File: src/sv/vvfm_pkg.sv
`timescale 1ns / 1ps
// Shared types, codes and constant tables for the voxel visible face mesher.
package vvfm_pkg;

   localparam logic       OP_WRITE   = 1'b0;
   localparam logic       OP_QUERY   = 1'b1;
   localparam logic [7:0] EMPTY_CODE = 8'hFF;

   localparam logic [1:0] CSR_SIZE_X = 2'd0;
   localparam logic [1:0] CSR_SIZE_Y = 2'd1;
   localparam logic [1:0] CSR_SIZE_Z = 2'd2;
   localparam logic [1:0] CSR_EDGE   = 2'd3;

   // read step 0 is the voxel itself, steps 1 to 6 its neighbours in face order
   localparam logic [2:0] STEP_CENTRE = 3'd0;
   localparam logic [2:0] STEP_LAST   = 3'd6;
   localparam logic [2:0] FACE_FIRST  = 3'd0;
   localparam logic [2:0] FACE_LAST   = 3'd5;

   // corner code: bit 0 = +x half, bit 1 = +y half, bit 2 = +z half
   localparam logic [2:0] TRI_CORNERS [6][6] = '{
      '{3'd0, 3'd2, 3'd1, 3'd2, 3'd3, 3'd1},
      '{3'd4, 3'd6, 3'd0, 3'd6, 3'd2, 3'd0},
      '{3'd1, 3'd3, 3'd5, 3'd3, 3'd7, 3'd5},
      '{3'd5, 3'd7, 3'd4, 3'd7, 3'd6, 3'd4},
      '{3'd4, 3'd0, 3'd5, 3'd0, 3'd1, 3'd5},
      '{3'd2, 3'd6, 3'd3, 3'd6, 3'd7, 3'd3}
   };

   typedef struct packed {
      logic signed [1:0] dx;
      logic signed [1:0] dy;
      logic signed [1:0] dz;
   } offset_type;

   typedef enum logic [2:0] {
      ST_CLEAR,
      ST_IDLE,
      ST_CHECK,
      ST_READ,
      ST_DRAIN,
      ST_DECIDE,
      ST_EMIT
   } state_type;

   typedef struct packed {
      logic       accept;
      logic       write;
      logic       clear_en;
      logic       rd_en;
      logic [2:0] rd_step;
      logic       load_out;
      logic [2:0] face;
      logic       tri_sel;
      logic       last;
   } cmd_type;

   typedef struct packed {
      logic       in_grid;
      logic       is_query;
      logic       centre_empty;
      logic [5:0] face_mask;
      logic       out_free;
      logic       clear_done;
   } status_type;

   function automatic offset_type step_offset(input logic [2:0] step);
      offset_type off;
      off = '{dx: 2'sd0, dy: 2'sd0, dz: 2'sd0};
      case (step)
         3'd1:    off.dz = -2'sd1;
         3'd2:    off.dx = -2'sd1;
         3'd3:    off.dx = 2'sd1;
         3'd4:    off.dz = 2'sd1;
         3'd5:    off.dy = -2'sd1;
         3'd6:    off.dy = 2'sd1;
         default: off.dx = 2'sd0;
      endcase
      return off;
   endfunction

endpackage

File: src/sv/vvfm_ctrl.sv
`timescale 1ns / 1ps
// Controller: sequences clearing, voxel writes, neighbour reads and triangle output.
module vvfm_ctrl
   import vvfm_pkg::*;
(
   input  logic       clock,
   input  logic       reset,
   input  logic       req_valid,
   output logic       req_ready,
   input  status_type status,
   output cmd_type    cmd
);
   state_type  state_ff, state_in;
   logic [2:0] step_ff, step_in;
   logic [2:0] face_ff, face_in;
   logic       tri_ff, tri_in;
   logic [5:0] above;
   logic       is_last;

   // last triangle: second of its face and no visible face further on
   assign above   = status.face_mask >> face_ff;
   assign is_last = tri_ff && (above[5:1] == 5'd0);

   always_ff @(posedge clock) begin
      if (reset) begin
         state_ff <= ST_CLEAR;
         step_ff  <= STEP_CENTRE;
         face_ff  <= FACE_FIRST;
         tri_ff   <= 1'b0;
      end else begin
         state_ff <= state_in;
         step_ff  <= step_in;
         face_ff  <= face_in;
         tri_ff   <= tri_in;
      end
   end

   always_comb begin
      state_in = state_ff;
      unique case (state_ff)
         ST_CLEAR: begin
            if (status.clear_done) state_in = ST_IDLE;
         end
         ST_IDLE: begin
            if (req_valid) state_in = ST_CHECK;
         end
         ST_CHECK: begin
            if (status.in_grid && status.is_query) state_in = ST_READ;
            else state_in = ST_IDLE;
         end
         ST_READ: begin
            if (step_ff == STEP_LAST) state_in = ST_DRAIN;
         end
         ST_DRAIN: begin
            state_in = ST_DECIDE;
         end
         ST_DECIDE: begin
            if (status.centre_empty) state_in = ST_IDLE;
            else state_in = ST_EMIT;
         end
         ST_EMIT: begin
            if (!status.face_mask[face_ff]) begin
               if (face_ff == FACE_LAST) state_in = ST_IDLE;
            end else if (status.out_free && is_last) begin
               state_in = ST_IDLE;
            end
         end
         default: state_in = ST_IDLE;
      endcase
   end

   always_comb begin
      step_in = step_ff;
      face_in = face_ff;
      tri_in  = tri_ff;
      case (state_ff)
         ST_CHECK:  step_in = STEP_CENTRE;
         ST_READ:   step_in = step_ff + 3'd1;
         ST_DECIDE: begin
            face_in = FACE_FIRST;
            tri_in  = 1'b0;
         end
         ST_EMIT: begin
            if (!status.face_mask[face_ff]) begin
               face_in = face_ff + 3'd1;
            end else if (status.out_free) begin
               if (tri_ff) begin
                  face_in = face_ff + 3'd1;
                  tri_in  = 1'b0;
               end else begin
                  tri_in = 1'b1;
               end
            end
         end
         default: step_in = step_ff;
      endcase
   end

   always_comb begin
      cmd         = '0;
      req_ready   = 1'b0;
      cmd.face    = face_ff;
      cmd.tri_sel = tri_ff;
      cmd.last    = is_last;
      unique case (state_ff)
         ST_CLEAR: cmd.clear_en = 1'b1;
         ST_IDLE: begin
            req_ready  = 1'b1;
            cmd.accept = req_valid;
         end
         ST_CHECK: cmd.write = status.in_grid && !status.is_query;
         ST_READ: begin
            cmd.rd_en   = 1'b1;
            cmd.rd_step = step_ff;
         end
         ST_DRAIN, ST_DECIDE: cmd.rd_en = 1'b0;
         ST_EMIT: cmd.load_out = status.face_mask[face_ff] && status.out_free;
         default: cmd = '0;
      endcase
   end
endmodule

File: config.mk
export PLATFORM = sky130hd
export DESIGN_NAME = vvfm_ctrl
export DESIGN_NICKNAME = d
export VERILOG_FILES = /design/src/sv/vvfm_pkg.sv /design/src/sv/vvfm_ctrl.sv
export SDC_FILE = /design/constraint.sdc
export NUM_CORES = 1
export LEC_CHECK = 0
export ABC_AREA = 1
export BUFFER_PORTS_ARGS = -buffer_cell sky130_fd_sc_hd__clkbuf_2
export CAP_MARGIN = 15
export CORE_AREA = 2 2 43 45
export CTS_BUF_LIST = sky130_fd_sc_hd__clkbuf_8
export DETAILED_ROUTE_END_ITERATION = 7
export DIE_AREA = 0 0 45 47
export PLACE_DENSITY_LB_ADDON = 0.15
export SLEW_MARGIN = 20
export SYNTH_ARGS = -nofsm -noshare
export SYNTH_HDL_FRONTEND = slang
export SYNTH_SLANG_ARGS = --single-unit
File: constraint.sdc
create_clock -name clock -period 4.2 [get_ports clock]
set_clock_uncertainty 0.05 [all_clocks]
set_input_delay 0.63 -clock clock [delete_from_list [all_inputs] [get_ports clock]]
set_output_delay 0.63 -clock clock [all_outputs]
set_load 0.01 [all_outputs]
== Yosys cells after proc, flatten, opt, wreduce, memory -nomap -nowiden ==
Index checks and enable logic that the tools add are counted.
Cells by class
  $add $sub $neg: 2
  $lt $le $gt $ge: 1
  equal/unequal tests: 17
  shifts and indexed selects: 1
  multiplexer cells: 28
  reduce and logical (&&, ||, !) cells: 14
Operator list (count)
  $mux W3: 11
  $pmux W3 S7: 1
  $eq A3 B3 Y1 const B: 5
  $ne A3 B3 Y1 const B: 4
  $pmux W3 S2: 2
  $mux W1: 10
  $ne A2 B2 Y1 const B: 5
  $reduce_or A7 Y1: 1
  $add A3 B1 Y3 const B: 2
  $eq A3 B2 Y1 const B: 2
  $reduce_and A3 Y1: 2
  $shr A6 B3 Y6: 1
  $logic_and A1 B1 Y1: 5
  $logic_not A5 Y1: 1
  $mux W5: 1
  $reduce_and A5 Y1: 1
  $lt A3 B4 Y1 const B: 1
  $reduce_bool A2 Y1: 2
  $bmux W1 S3: 1
  $eq A3 B1 Y1 const B: 1
  $logic_not A3 Y1: 1
  $mux W2: 1
  $pmux W1 S2: 1
  $logic_not A1 Y1: 1
Storage, ports and cells
  flip-flop bits (word level): 10
  input port bits: 14
  output and inout bits: 14

== Logic depth before layout (Yosys ltp) ==
Gate-level depths: netlist of run 1.
  word-level depth: 7
  gate-level depth with buffers: 13

== Worst setup path after synthesis of run 1 ==
OpenSTA, ideal clock, no wires.
  path type: input port to output port
  start: input status[5] (netlist bit)
  end: output cmd[0] (netlist bit)
  arrival: 1193 ps
  setup slack: 2327 ps
  cell stages on the path: 9
  path through: inv_1 -> nand2_1 -> nand2_1 -> nand2_1 -> nand2_1 -> nand2_1 -> nand2_1 -> nand2_2 -> nor2_1
RTL lines
  start: declaration: RTL line vvfm_ctrl.sv:10  | input status_type status,
  end: declaration: RTL line vvfm_ctrl.sv:11  | output cmd_type cmd

==> flow_summary.yaml, run 1 <==
outcome:
  run_status: "finished clean"
global_routing:
  grt_use_total_pct: 17.9
  grt_max_degree: 11
  grt-ovfl-total: 0
  grt_pass1_wl_um: 2820
  antenna_found_initial: 0
  grt_pass1_vias: 703
routing:
  first_pass_iters: 4
  wirelength_um: 1810
  wire_per_inst_um: 9.74
  ant_nets: 0
  drt-initial-drc-count: 17
  vias: 938
  remaining_drc_errors: 0
  routed_via_density: 5.04
setup_path:
  startpoint_type: "flop"
  r2r-end: "state_ff[1]$_SDFFE_PP0P_"
  end_kind: "output pin"
  timing.rr.start: "face_ff[0]$_SDFFE_PP0P_"
  cp_max_fo: 10
  worst-endpoint-required_ps: 3520
  rrSetupSlack_ps: 2640
  crit_arrival_ps: 1500
  r2r_cells: 9
  path_class: "flop to output pin"
cells_and_area:
  area_growth_pct: 22.3
  final_nets: 188
  fin_util_pct: 62.7
  diodes: 0
  mostFrequentLayoutCells: "nand2_1 (37), clkbuf_2 (27), inv_1 (22), nor2_1 (19)"
  final_common_cell: "nand2_1"
  final_area_mm2: 0.00103
  drive_gt1_share_pct: 27.8
logic_synthesis:
  synth_sequential_area_ratio_pct: 23.7
  syn_area_um2: 846
  ys_ff_latch: 10
  syn_nets: 158
  synth_cell_types: 24
  syn_inst: 140
  ys_warn_count: 0
  syn_area_per_cell_um2: 6.04
pwr:
  p_leak_nw: 0.584
  ir_drop_v: 0.000314
  total_power_w: 0.000414
  p_per_area_mw_per_mm2: 400
die:
  initial_core_util_pct: 51.2
  die_y_um: 47
  core_mm2: 0.00165
  fp-row-count: 15
  io_pins: 28
  dieArea_mm2: 0.00212
  die_width_um: 45
timing:
  fin_crit_ps: 2180
  slew_headroom_pct: 71.4
  tns_ps: 0
  fin_crit_sh_pct: 52.0
  report.final.hold_viol_count: 0
  fmaxAchievable_mhz: 458
  setup_viol: 0
  drv_slew: 0
  rsz0062_at_grt: "false"
  finalWorstSetupSlack_ps: 2020
  tightestPinTransition_ps: 428
clock_tree:
  ctsHoldBuffers: 0
  clockRootBuffer: "clkbuf_8"
  clk_pin_slew_ps: 50
  h-tree-depth: 1
  clk-insertion-delay-late_ps: 240
  cts_setup_buffers: 0
  cts_buffers: 3
  cts_buffer_depth: 2
  clock-sinks: 10
  cts_tree: "built"
  cts_resized: 0
job:
  drv_cap: 0
min_path:
  hold_end: "step_ff[2]$_SDFFE_PP0P_"
  hold_depth: 1
  hold_class: "flop to flop"
  min-delay-start: "step_ff[2]$_SDFFE_PP0P_"
place:
  finalWeightedCongestion: 0.828
  pre_cts_ws_ps: 2090
  io_buffers: 27
  place_area_um2: 980
  dp_hpwl_um: 1470
[registers in the layout, indices dropped and copies added, names as in the netlist]
| signal | cells |
|---|---|
| state_ff | 3 |
| face_ff | 3 |
| step_ff | 3 |
| tri_ff | 1 |
[synth_stat cells (all sizes together)]
master,count,area (um2)
and2,1,6.26
inv,27,106
ha,4,50.1
dfxtp,10,200
nor2,21,88.8
o21ai,4,20.0
nor3,3,15.0
o22ai,2,12.5
nand2,43,176
nand3,12,70.1
buf,2,22.5
clkinv,1,3.75
o31ai,1,7.51
o21bai,1,18.8
a31oi,2,12.5
a21oi,4,20.0
a211oi,2,15.0
[stage by stage]
| stage | std cells | hold slack [ps] |
|---|---|---|
| final | 186 | 428 |
| after global routing | 186 | 460 |
| after CTS | 186 | 424 |
| after detailed placement | 182 | 416 |
| after global placement | 182 | 398 |
| after floorplan | 140 | 384 |
[report_power, final]
part           switching (W)  internal, W
clock network      0.0000395    0.0000826
logic               0.000100    0.0000617
registers          0.0000215     0.000108
total               0.000161     0.000252
[cell families after synthesis]
kind of cell | synth area share, %
and+or+nand+nor | 42.2
AOI/OAI and AO/OA | 12.6
adders and majority gates | 5.92
DFF | 23.7
buffers and inverters | 15.7
[final cells by class]
cell class              instances  area (um2)
fillers                       174         617
multi-input cells             100         513
flip-flops and latches         10         200
repair buffers                 27         135
inverters                      28         110
clock buffers                   4        55.1
well taps                      17        21.3
[worst max-delay path: stages (launching register included)]
cell,delay (ps)
dfxtp_1,580
nor2_1,100
nor3_1,140
nand2_1,70
nand2_1,70
nand2_2,70
nor2_1,100
clkbuf_2,140
[how the worst max path moves through the flow]
stage / from / endpoint / slack [ps]
after detailed placement: status[5] / cmd[0] / 2090
after global placement: status[5] / cmd[0] / 2140
after CTS: face_ff[0]$_SDFFE_PP0P_ / cmd[0] / 2000
after global routing: face_ff[0]$_SDFFE_PP0P_ / cmd[0] / 1870
after floorplan: status[5] / cmd[0] / 2330
final: face_ff[0]$_SDFFE_PP0P_ / cmd[0] / 2020
[layer usage]
metal	vias to the layer above	part of all wire, %	global-route usage (%)
met5	-	0	0
met4	0	0.88	5.29
met3	4	5.7	3.46
met2	29	49	30.9
met1	412	45	22.6
li1	493	-	-
Power figures use the tool's default switching activity.
==> run 2, diff against run 1 <==
Settings changed: CORE_AREA 2 2 43 45 to 2 2 46 48, DIE_AREA 0 0 45 47 to 0 0 48 50.
Clock period 4.2 ns to 2 ns, I/O delays scaled along.
==> run 2 against run 1 <==
Combinational power is 110% higher. Final cell count up 5.4%. Sequential power up 110%. Cell area grew 1.3%. Hold slack worse by 240 ps. Global-route usage down 0.61 points. Non-clock buffer count stayed put. Critical path type unchanged. Largest cell class unchanged.
==> flow_summary.yaml, run 2 (synthesized netlist as in run 1, its figures left out) <==
outcome:
  run_status: "finished clean"
routing:
  drt-initial-drc-count: 13
  first_pass_iters: 4
  remaining_drc_errors: 0
  wirelength_um: 1800
  ant_nets: 0
  vias: 929
  wire_per_inst_um: 9.19
  routed_via_density: 4.74
timing:
  report.final.hold_viol_count: 0
  fmaxAchievable_mhz: 575
  setup_viol: 0
  slew_headroom_pct: 79.3
  tightestPinTransition_ps: 309
  drv_slew: 0
  rsz0062_at_grt: "false"
  fin_crit_sh_pct: 86.9
  tns_ps: 0
  finalWorstSetupSlack_ps: 262
  fin_crit_ps: 1740
cells_and_area:
  top_regs: "face_ff x3, state_ff x3, step_ff x3"
  multi_input_area_um2: 513
  seq_area_um2: 201
  diodes: 0
  fillers: 204
  area_growth_pct: 24.0
  drive_gt1_share_pct: 28.4
  final_nets: 188
  final_common_cell: "nand2_1"
  mostFrequentLayoutCells: "nand2_1 (37), clkbuf_2 (27), inv_1 (22), nor2_1 (19), nand3_1 (10)"
global_routing:
  busiest_layer: "met2"
  grtUsageMet2_pct: 27.8
  grt.met3_usage_pct: 6.96
  use_met1_pct: 21.7
  grt_pass1_vias: 803
  antenna_found_initial: 0
  grt_use_total_pct: 17.2
  grt-ovfl-total: 0
  grt_pass1_wl_um: 3080
  grt_max_degree: 11
setup_path:
  cp_max_fo: 8
  worst-endpoint-required_ps: 1650
  crit_arrival_ps: 1390
  end_kind: "output pin"
  path_class: "flop to output pin"
  rrSetupSlack_ps: 560
  startpoint_type: "flop"
place:
  finalWeightedCongestion: 0.835
  pre_cts_ws_ps: 382
  dp_hpwl_um: 1500
  io_buffers: 27
die:
  core_mm2: 0.00190
  io_pins: 28
  fp-row-count: 16
  die_y_um: 50
  die_width_um: 48
  dieArea_mm2: 0.00240
  initial_core_util_pct: 44.5
pwr:
  p_per_area_mw_per_mm2: 823
  ir_drop_v: 0.000531
  p_leak_nw: 0.584
clock_tree:
  clk_pin_slew_ps: 50
  h-tree-depth: 1
  clockRootBuffer: "clkbuf_8"
  cts_resized: 0
  cts_tree: "built"
  cts_setup_buffers: 0
  cts_buffer_depth: 2
  clock-sinks: 10
  ctsHoldBuffers: 0
  cts_buffers: 3
  clk-insertion-delay-late_ps: 230
job:
  drv_cap: 0
min_path:
  hold_class: "input pin to flop"
[run 2: cell counts in the layout (fill, tap and decap cells not counted)]
Identical to the previous run, type by type.
[run 2: path summary, 6_finish.rpt]
| path | from | cells after the start | endpoint |
|---|---|---|---|
| min reg2reg | step_ff[2]$_SDFFE_PP0P_ | 1 | step_ff[2]$_SDFFE_PP0P_ |
| max | state_ff[1]$_SDFFE_PP0P_ | 5 | cmd[5] |
| max reg2reg | state_ff[1]$_SDFFE_PP0P_ | 7 | tri_ff$_SDFFE_PP0P_ |
| min | reset | 2 | step_ff[1]$_SDFFE_PP0P_ |
[run 2: critical path, cell delays in order, from the launching register on]
cell,delay (ps)
dfxtp_1,490
nand2_1,110
nor2_1,210
inv_1,100
nor2_1,110
clkbuf_2,130
[run 2: per-stage QoR]
step / area, um2 / hold slack [ps] / total power [W] / std cells / util (%)
5_1_grt: 1050 / 178 / 0.000933 / 196 / 55.1
4_1_cts: 1050 / 182 / 0.000870 / 196 / 55.1
3_3_place_gp: 992 / 401 / 0.000612 / 192 / 52.2
6_report: 1050 / 190 / 0.000863 / 196 / 55.1
3_5_place_dp: 992 / 408 / 0.000615 / 192 / 52.2
2_1_floorplan: 846 / 321 / 0.000538 / 140 / -
[run 2: layer usage]
metal	part of all wire, %	vias to the layer above
met4	0	0
met5	0	-
li1	-	493
met3	4.8	0
met2	47	18
met1	48	418
[run 2: area by class of cell]
class / instances / area share, %
tap: 27 / 3.22
multi-input combinational: 100 / 48.9
timing repair buffer: 27 / 12.9
clock buffer: 4 / 5.25
sequential: 10 / 19.2
inverter: 28 / 10.5
[run 2: where the power goes]
group,internal [W],switching [W],leakage (nW)
sequential,0.000227,0.0000438,0.0816
combinational,0.000129,0.000213,0.474
clock,0.000173,0.0000773,0.0288
total,0.000529,0.000334,0.584
